===== config.mk =====
export PLATFORM = sky130hd
export DESIGN_NAME = rra_ctrl
export DESIGN_NICKNAME = d
export VERILOG_FILES = /design/src/design/remote_range_allocator_macros.svh /design/src/design/rra_pkg.sv /design/src/design/rra_ctrl.sv
export SDC_FILE = /design/constraint.sdc
export NUM_CORES = 1
export LEC_CHECK = 0
export BUFFER_PORTS_ARGS = -buffer_cell sky130_fd_sc_hd__buf_4
export CAP_MARGIN = 0
export CORE_MARGIN = 2
export CORE_UTILIZATION = 39
export DETAILED_ROUTE_END_ITERATION = 7
export PLACE_DENSITY = 0.73
export SLEW_MARGIN = 15
export SYNTH_ARGS = -nofsm -noshare
export SYNTH_HDL_FRONTEND = slang
export SYNTH_SLANG_ARGS = --single-unit
export TNS_END_PERCENT = 100

===== constraint.sdc =====
create_clock -name clk -period 1.4 [get_ports clk]
set_clock_uncertainty 0.1 [all_clocks]
set_input_delay 0.07 -clock clk [delete_from_list [all_inputs] [get_ports clk]]
set_output_delay 0.07 -clock clk [all_outputs]
set_load 0.005 [all_outputs]

===== src/design/remote_range_allocator_macros.svh =====
// Assertion macros for the remote range allocator.
`ifndef REMOTE_RANGE_ALLOCATOR_MACROS_SVH
`define REMOTE_RANGE_ALLOCATOR_MACROS_SVH

// Same-cycle implication, disabled during reset.
`define RRA_ASSERT_IMP(label, ante, cons, msg) \
	label: assert property (@(posedge clk) disable iff (!arst_n) (ante) |-> (cons)) \
		else $error(msg);

// Next-cycle implication, disabled during reset.
`define RRA_ASSERT_NXT(label, ante, cons, msg) \
	label: assert property (@(posedge clk) disable iff (!arst_n) (ante) |=> (cons)) \
		else $error(msg);

`endif


===== src/design/rra_pkg.sv =====
// Shared types and codes of the remote range allocator.
package rra_pkg;

	localparam int LOC_W   = 48;
	localparam int REM_W   = 41;
	localparam int LEN_W   = 40;
	localparam int GRP_W   = 16;
	localparam int SIZE_W  = 21;
	localparam int MIB_SHIFT = 20;

	localparam logic [1:0] OP_ALLOC    = 2'd0;
	localparam logic [1:0] OP_FREE     = 2'd1;
	localparam logic [1:0] OP_FREE_GRP = 2'd2;
	localparam logic [1:0] OP_FREE_ALL = 2'd3;

	localparam logic [1:0] ST_OK       = 2'd0;
	localparam logic [1:0] ST_MISALIGN = 2'd1;
	localparam logic [1:0] ST_NOSPACE  = 2'd2;
	localparam logic [1:0] ST_FULL     = 2'd3;

	// The local start carries one extra bit: an upper piece may start at a
	// hole end that lies past the top of the 48-bit input range.
	typedef struct packed {
		logic [LOC_W:0]   loc;
		logic [REM_W-1:0] rem;
		logic [LEN_W-1:0] len;
		logic [GRP_W-1:0] grp;
	} map_ent_t;

	// Controller to datapath.
	typedef struct packed {
		logic       load;
		logic       prime;
		logic       scan;
		logic       copy;
		logic       commit;
		logic       clear;
		logic       fin;
		logic [1:0] st;
		logic       use_at;
	} rra_cmd_t;

	// Datapath to controller.
	typedef struct packed {
		logic [1:0] op;
		logic       misalign;
		logic       zero_len;
		logic       tbl_full;
		logic       scan_hit;
		logic       scan_last_ok;
		logic       scan_last_fail;
		logic       copy_done;
		logic       copy_fail;
	} rra_stat_t;

endpackage


===== src/design/rra_ctrl.sv =====
// Controller of the remote range allocator: operation sequencing and handshakes.
module rra_ctrl (
	input  logic                clk,
	input  logic                arst_n,
	input  logic                in_valid,
	output logic                in_stall,
	output logic                out_valid,
	input  logic                out_stall,
	input  rra_pkg::rra_stat_t  stat,
	output rra_pkg::rra_cmd_t   cmd
);
	import rra_pkg::*;

	localparam logic [2:0] S_IDLE    = 3'd0;
	localparam logic [2:0] S_CHECK   = 3'd1;
	localparam logic [2:0] S_PRIME   = 3'd2;
	localparam logic [2:0] S_SCAN    = 3'd3;
	localparam logic [2:0] S_PRIME_C = 3'd4;
	localparam logic [2:0] S_COPY    = 3'd5;
	localparam logic [2:0] S_FIN     = 3'd6;

	logic [2:0] state_q;
	logic [2:0] state_d;
	logic [1:0] st_q;
	logic [1:0] st_d;
	logic       use_at_q;
	logic       use_at_d;
	logic       out_valid_q;
	logic       slot_free;

	assign slot_free = !out_valid_q || !out_stall;
	assign in_stall  = (state_q != S_IDLE);
	assign out_valid = out_valid_q;

	always_comb begin
		state_d  = state_q;
		st_d     = st_q;
		use_at_d = use_at_q;
		cmd      = '0;
		case (state_q)
			S_IDLE: begin
				if (in_valid) begin
					cmd.load = 1'b1;
					state_d  = S_CHECK;
				end
			end
			S_CHECK: begin
				st_d     = ST_OK;
				use_at_d = 1'b0;
				state_d  = S_PRIME;
				case (stat.op)
					OP_ALLOC: begin
						if (stat.misalign) begin
							st_d    = ST_MISALIGN;
							state_d = S_FIN;
						end else if (stat.zero_len) begin
							state_d = S_FIN;
						end else if (stat.tbl_full) begin
							st_d    = ST_FULL;
							state_d = S_FIN;
						end
					end
					OP_FREE: begin
						if (stat.misalign) begin
							st_d    = ST_MISALIGN;
							state_d = S_FIN;
						end else if (stat.zero_len) begin
							state_d = S_FIN;
						end
					end
					OP_FREE_ALL: begin
						cmd.clear = 1'b1;
						state_d   = S_FIN;
					end
					default: begin
					end
				endcase
			end
			S_PRIME: begin
				cmd.prime = 1'b1;
				state_d   = (stat.op == OP_ALLOC) ? S_SCAN : S_COPY;
			end
			S_SCAN: begin
				cmd.scan = 1'b1;
				if (stat.scan_hit || stat.scan_last_ok) begin
					state_d = S_PRIME_C;
				end else if (stat.scan_last_fail) begin
					st_d    = ST_NOSPACE;
					state_d = S_FIN;
				end
			end
			S_PRIME_C: begin
				cmd.prime = 1'b1;
				state_d   = S_COPY;
			end
			S_COPY: begin
				cmd.copy = 1'b1;
				if (stat.copy_fail) begin
					st_d    = ST_FULL;
					state_d = S_FIN;
				end else if (stat.copy_done) begin
					cmd.commit = 1'b1;
					use_at_d   = (stat.op == OP_ALLOC);
					state_d    = S_FIN;
				end
			end
			S_FIN: begin
				if (slot_free) begin
					cmd.fin    = 1'b1;
					cmd.st     = st_q;
					cmd.use_at = use_at_q;
					state_d    = S_IDLE;
				end
			end
			default: begin
				state_d = S_IDLE;
			end
		endcase
	end

	always_ff @(posedge clk or negedge arst_n) begin
		if (!arst_n) begin
			state_q     <= S_IDLE;
			st_q        <= ST_OK;
			use_at_q    <= 1'b0;
			out_valid_q <= 1'b0;
		end else begin
			state_q  <= state_d;
			st_q     <= st_d;
			use_at_q <= use_at_d;
			if (cmd.fin) begin
				out_valid_q <= 1'b1;
			end else if (!out_stall) begin
				out_valid_q <= 1'b0;
			end
		end
	end

endmodule


==> run summary <==
Max-Cap Viols: 0
WS Path Type: flip-flop to output port
pwr dens: 2170 mW/mm^2
# setup viols final: 9
Final min period: 1.49 ns
IO Pins: 26
Sw Ratio: 43.4%
Worst-Margin Slew: 0.318 ns
Yosys top cell area share: 32.1%
critical path data arrival time: 1.32 ns
clock power share: 8.5%
Layout Utilization: 80.5%
outcome: finished, violations left
CP startpoint kind: flip-flop
number of flops mapped to enable cells by yosys: 0
dpl ws: 0.0123 ns
global-route wire length before repair: 3.41 mm
depth of the CTS H-tree: 1
Vias/cell: 5.86
Routability Congestion: 0.905
Mapped Cells: 71
detailed-router iteration count before antenna repair: 4
cts bufs inserted: 3
top cells by count, synth: nand2_1 (10), nor2_1 (10), dfrtp_1 (7)
largest cells by area after synthesis: dfrtp_1 (32%), nand2_1 (6.9%), nor2_1 (6.9%)
RSZ-0062 raised after global routing: yes
vias post-DR: 780
post-synthesis cell area: 546 sq um
Area Growth Syn to Fin: 92.0%
Worst EP required: 1.23 ns
layout cell share with drive strength beyond 1: 56.8%
Worst-Skew Late Latency: 0.26 ns
clk slew on worst S/H paths: 0.06 ns
Die H: 41.4 microns
Final Max Slew Viols: 0
Core Rows: 13
period utilisation layout: 106%
Synth cell types: 28
number of global-route vias before repair: 738
DRT Wirelength: 2.21 mm
Yosys top cell by area: dfrtp_1
core area: 0.00130 sq mm
largest net degree at the start of global routing: 8
Psw: 984 uW
dominant synthesized flop cell: dfrtp_1
grt ovf: 0
Die X: 41.4 microns
Post-Syn Nets: 85
CTS tree: done
PnR worst setup slack: -0.0904 ns
Worst Hold Class: input port to flip-flop
GR Util All Layers: 26.0%
clk sinks: 7
antenna viol nets, final: 0
final routed DRC violation total: 0
internal power: 1.28 mW
Layout Nets: 133
initial antenna violation count: 0
wire per inst: 16.6 microns
failing checks: setup timing
LEAKAGE: 0.490 nW
clk root buf: clkbuf_4
Initial Utilization: 41.9%
slew margin rel.: 78.5%
sequential share of power: 19.1%
total die area: 0.00171 sq mm
Final Hold Fails: 0
Max rail drop VDD: 1.30 mV
DP HPWL: 1.22 mm
mean post-synth cell area: 7.68 sq um
sequential area share after synthesis: 32.1%
ant diodes: 0
Yosys reg bits: 7
buffer depth of the longest clock path: 2
DR iter-0 viols: 26
Setup crit end kind: output port
fmax: 671 MHz
Post-synth ARST share: 100%
worst-path fanout max: 4
PortBufs: 25
yosys synthesis warning count: 0
part of the power in combinational logic: 72.5%
area by class of cell:
cell class                      instances  area (sq um)
Clock buffer                            4          26.3
Fill cell                              82           254
Inverter                                5          26.3
Multi-Input combinational cell         56           424
Sequential cell                         7           178
Tap cell                               15          18.8
Timing Repair Buffer                   46           374
layer usage:
layer / vias up / global-route usage (%) / part of all wire (%)
met4: 0 / 7.10 / 2.2
met3: 8 / 6.09 / 5.9
met1: 378 / 30.8 / 39
met2: 44 / 46.3 / 52
met5: - / 0 / 0
li1: 350 / - / -
state kept, by name (all words and copies together) (netlist names):
name,count
state_q,3
st_q,2
out_valid,1
use_at_q,1
power by group through the flow:
stage | sequential [mW] | combinational, mW | clock (mW)
finish | 0.432 | 1.64 | 0.192
global route | 0.436 | 1.72 | 0.210
CTS | 0.416 | 1.43 | 0.190
detailed placement | 0.429 | 0.912 | 0
global placement | 0.422 | 0.903 | 0
floorplan | 0.376 | 0.576 | 0
repair_timing:
item | CTS | global route
gates resized for setup | 23 | 11
setup buffers | 13 | 1
setup endpoints to repair | 11 | 15
pin swaps | 8 | 3
hold buffers | 1 | 0
hold endpoints to repair | 7 | 0
placed cells by master (no fill, tap or decap), drive strengths merged, types with 2 or more instances in the layout:
cell,synthesis,routed
a21oi,2,2
and2,3,3
buf,3,45
clkbuf,0,4
dfrtp,7,7
inv,5,5
nand2,10,10
nand2b,3,3
nand3,4,4
nor2,10,10
nor3,2,2
o211ai,3,3
o21ai,4,4
o31ai,2,2
o41ai,2,2
stage by stage:
step	hold WS, ns	cells	cell area, sq um	power (mW)	TNS [ns]
after global routing	0.0193	133	1050	2.37	-1.17
after floorplan	-0.326	71	546	0.952	0
final	0.00639	133	1050	2.27	-0.514
after detailed placement	-0.214	114	769	1.34	0
after CTS	0.00945	132	1000	2.04	-0.159
after global placement	-0.214	114	769	1.32	0
final timing paths:
path / from / endpoint / slack, ns / cells past startpoint
max: state_q[1] / cmd[2] / -0.09 / 5
min: stat[7] / st_q[0] / 0.006 / 3
min in group asynchronous: arst_n / use_at_q / 0.08 / 2
max in group asynchronous: arst_n / state_q[2] / 0.98 / 2
min reg2reg: st_q[1] / st_q[1] / 0.43 / 1
max reg2reg: state_q[2] / st_q[1] / -0.06 / 3
worst max-delay path, cell delays in order (launching register included):
cell     delay (ns)
dfrtp_1        0.41
buf_6          0.15
nand3_4        0.09
a21oi_4        0.16
and2_1         0.15
buf_4          0.10
cells by family after synthesis:
| family | share of synthesized area (%) |
|---|---|
| mux | 2.06 |
| compound gates | 24.8 |
| buf+inv | 8.49 |
| flops | 32.1 |
| xor+xnor | 1.61 |
| simple gates | 31.0 |
Power figures use the tool's default switching activity.
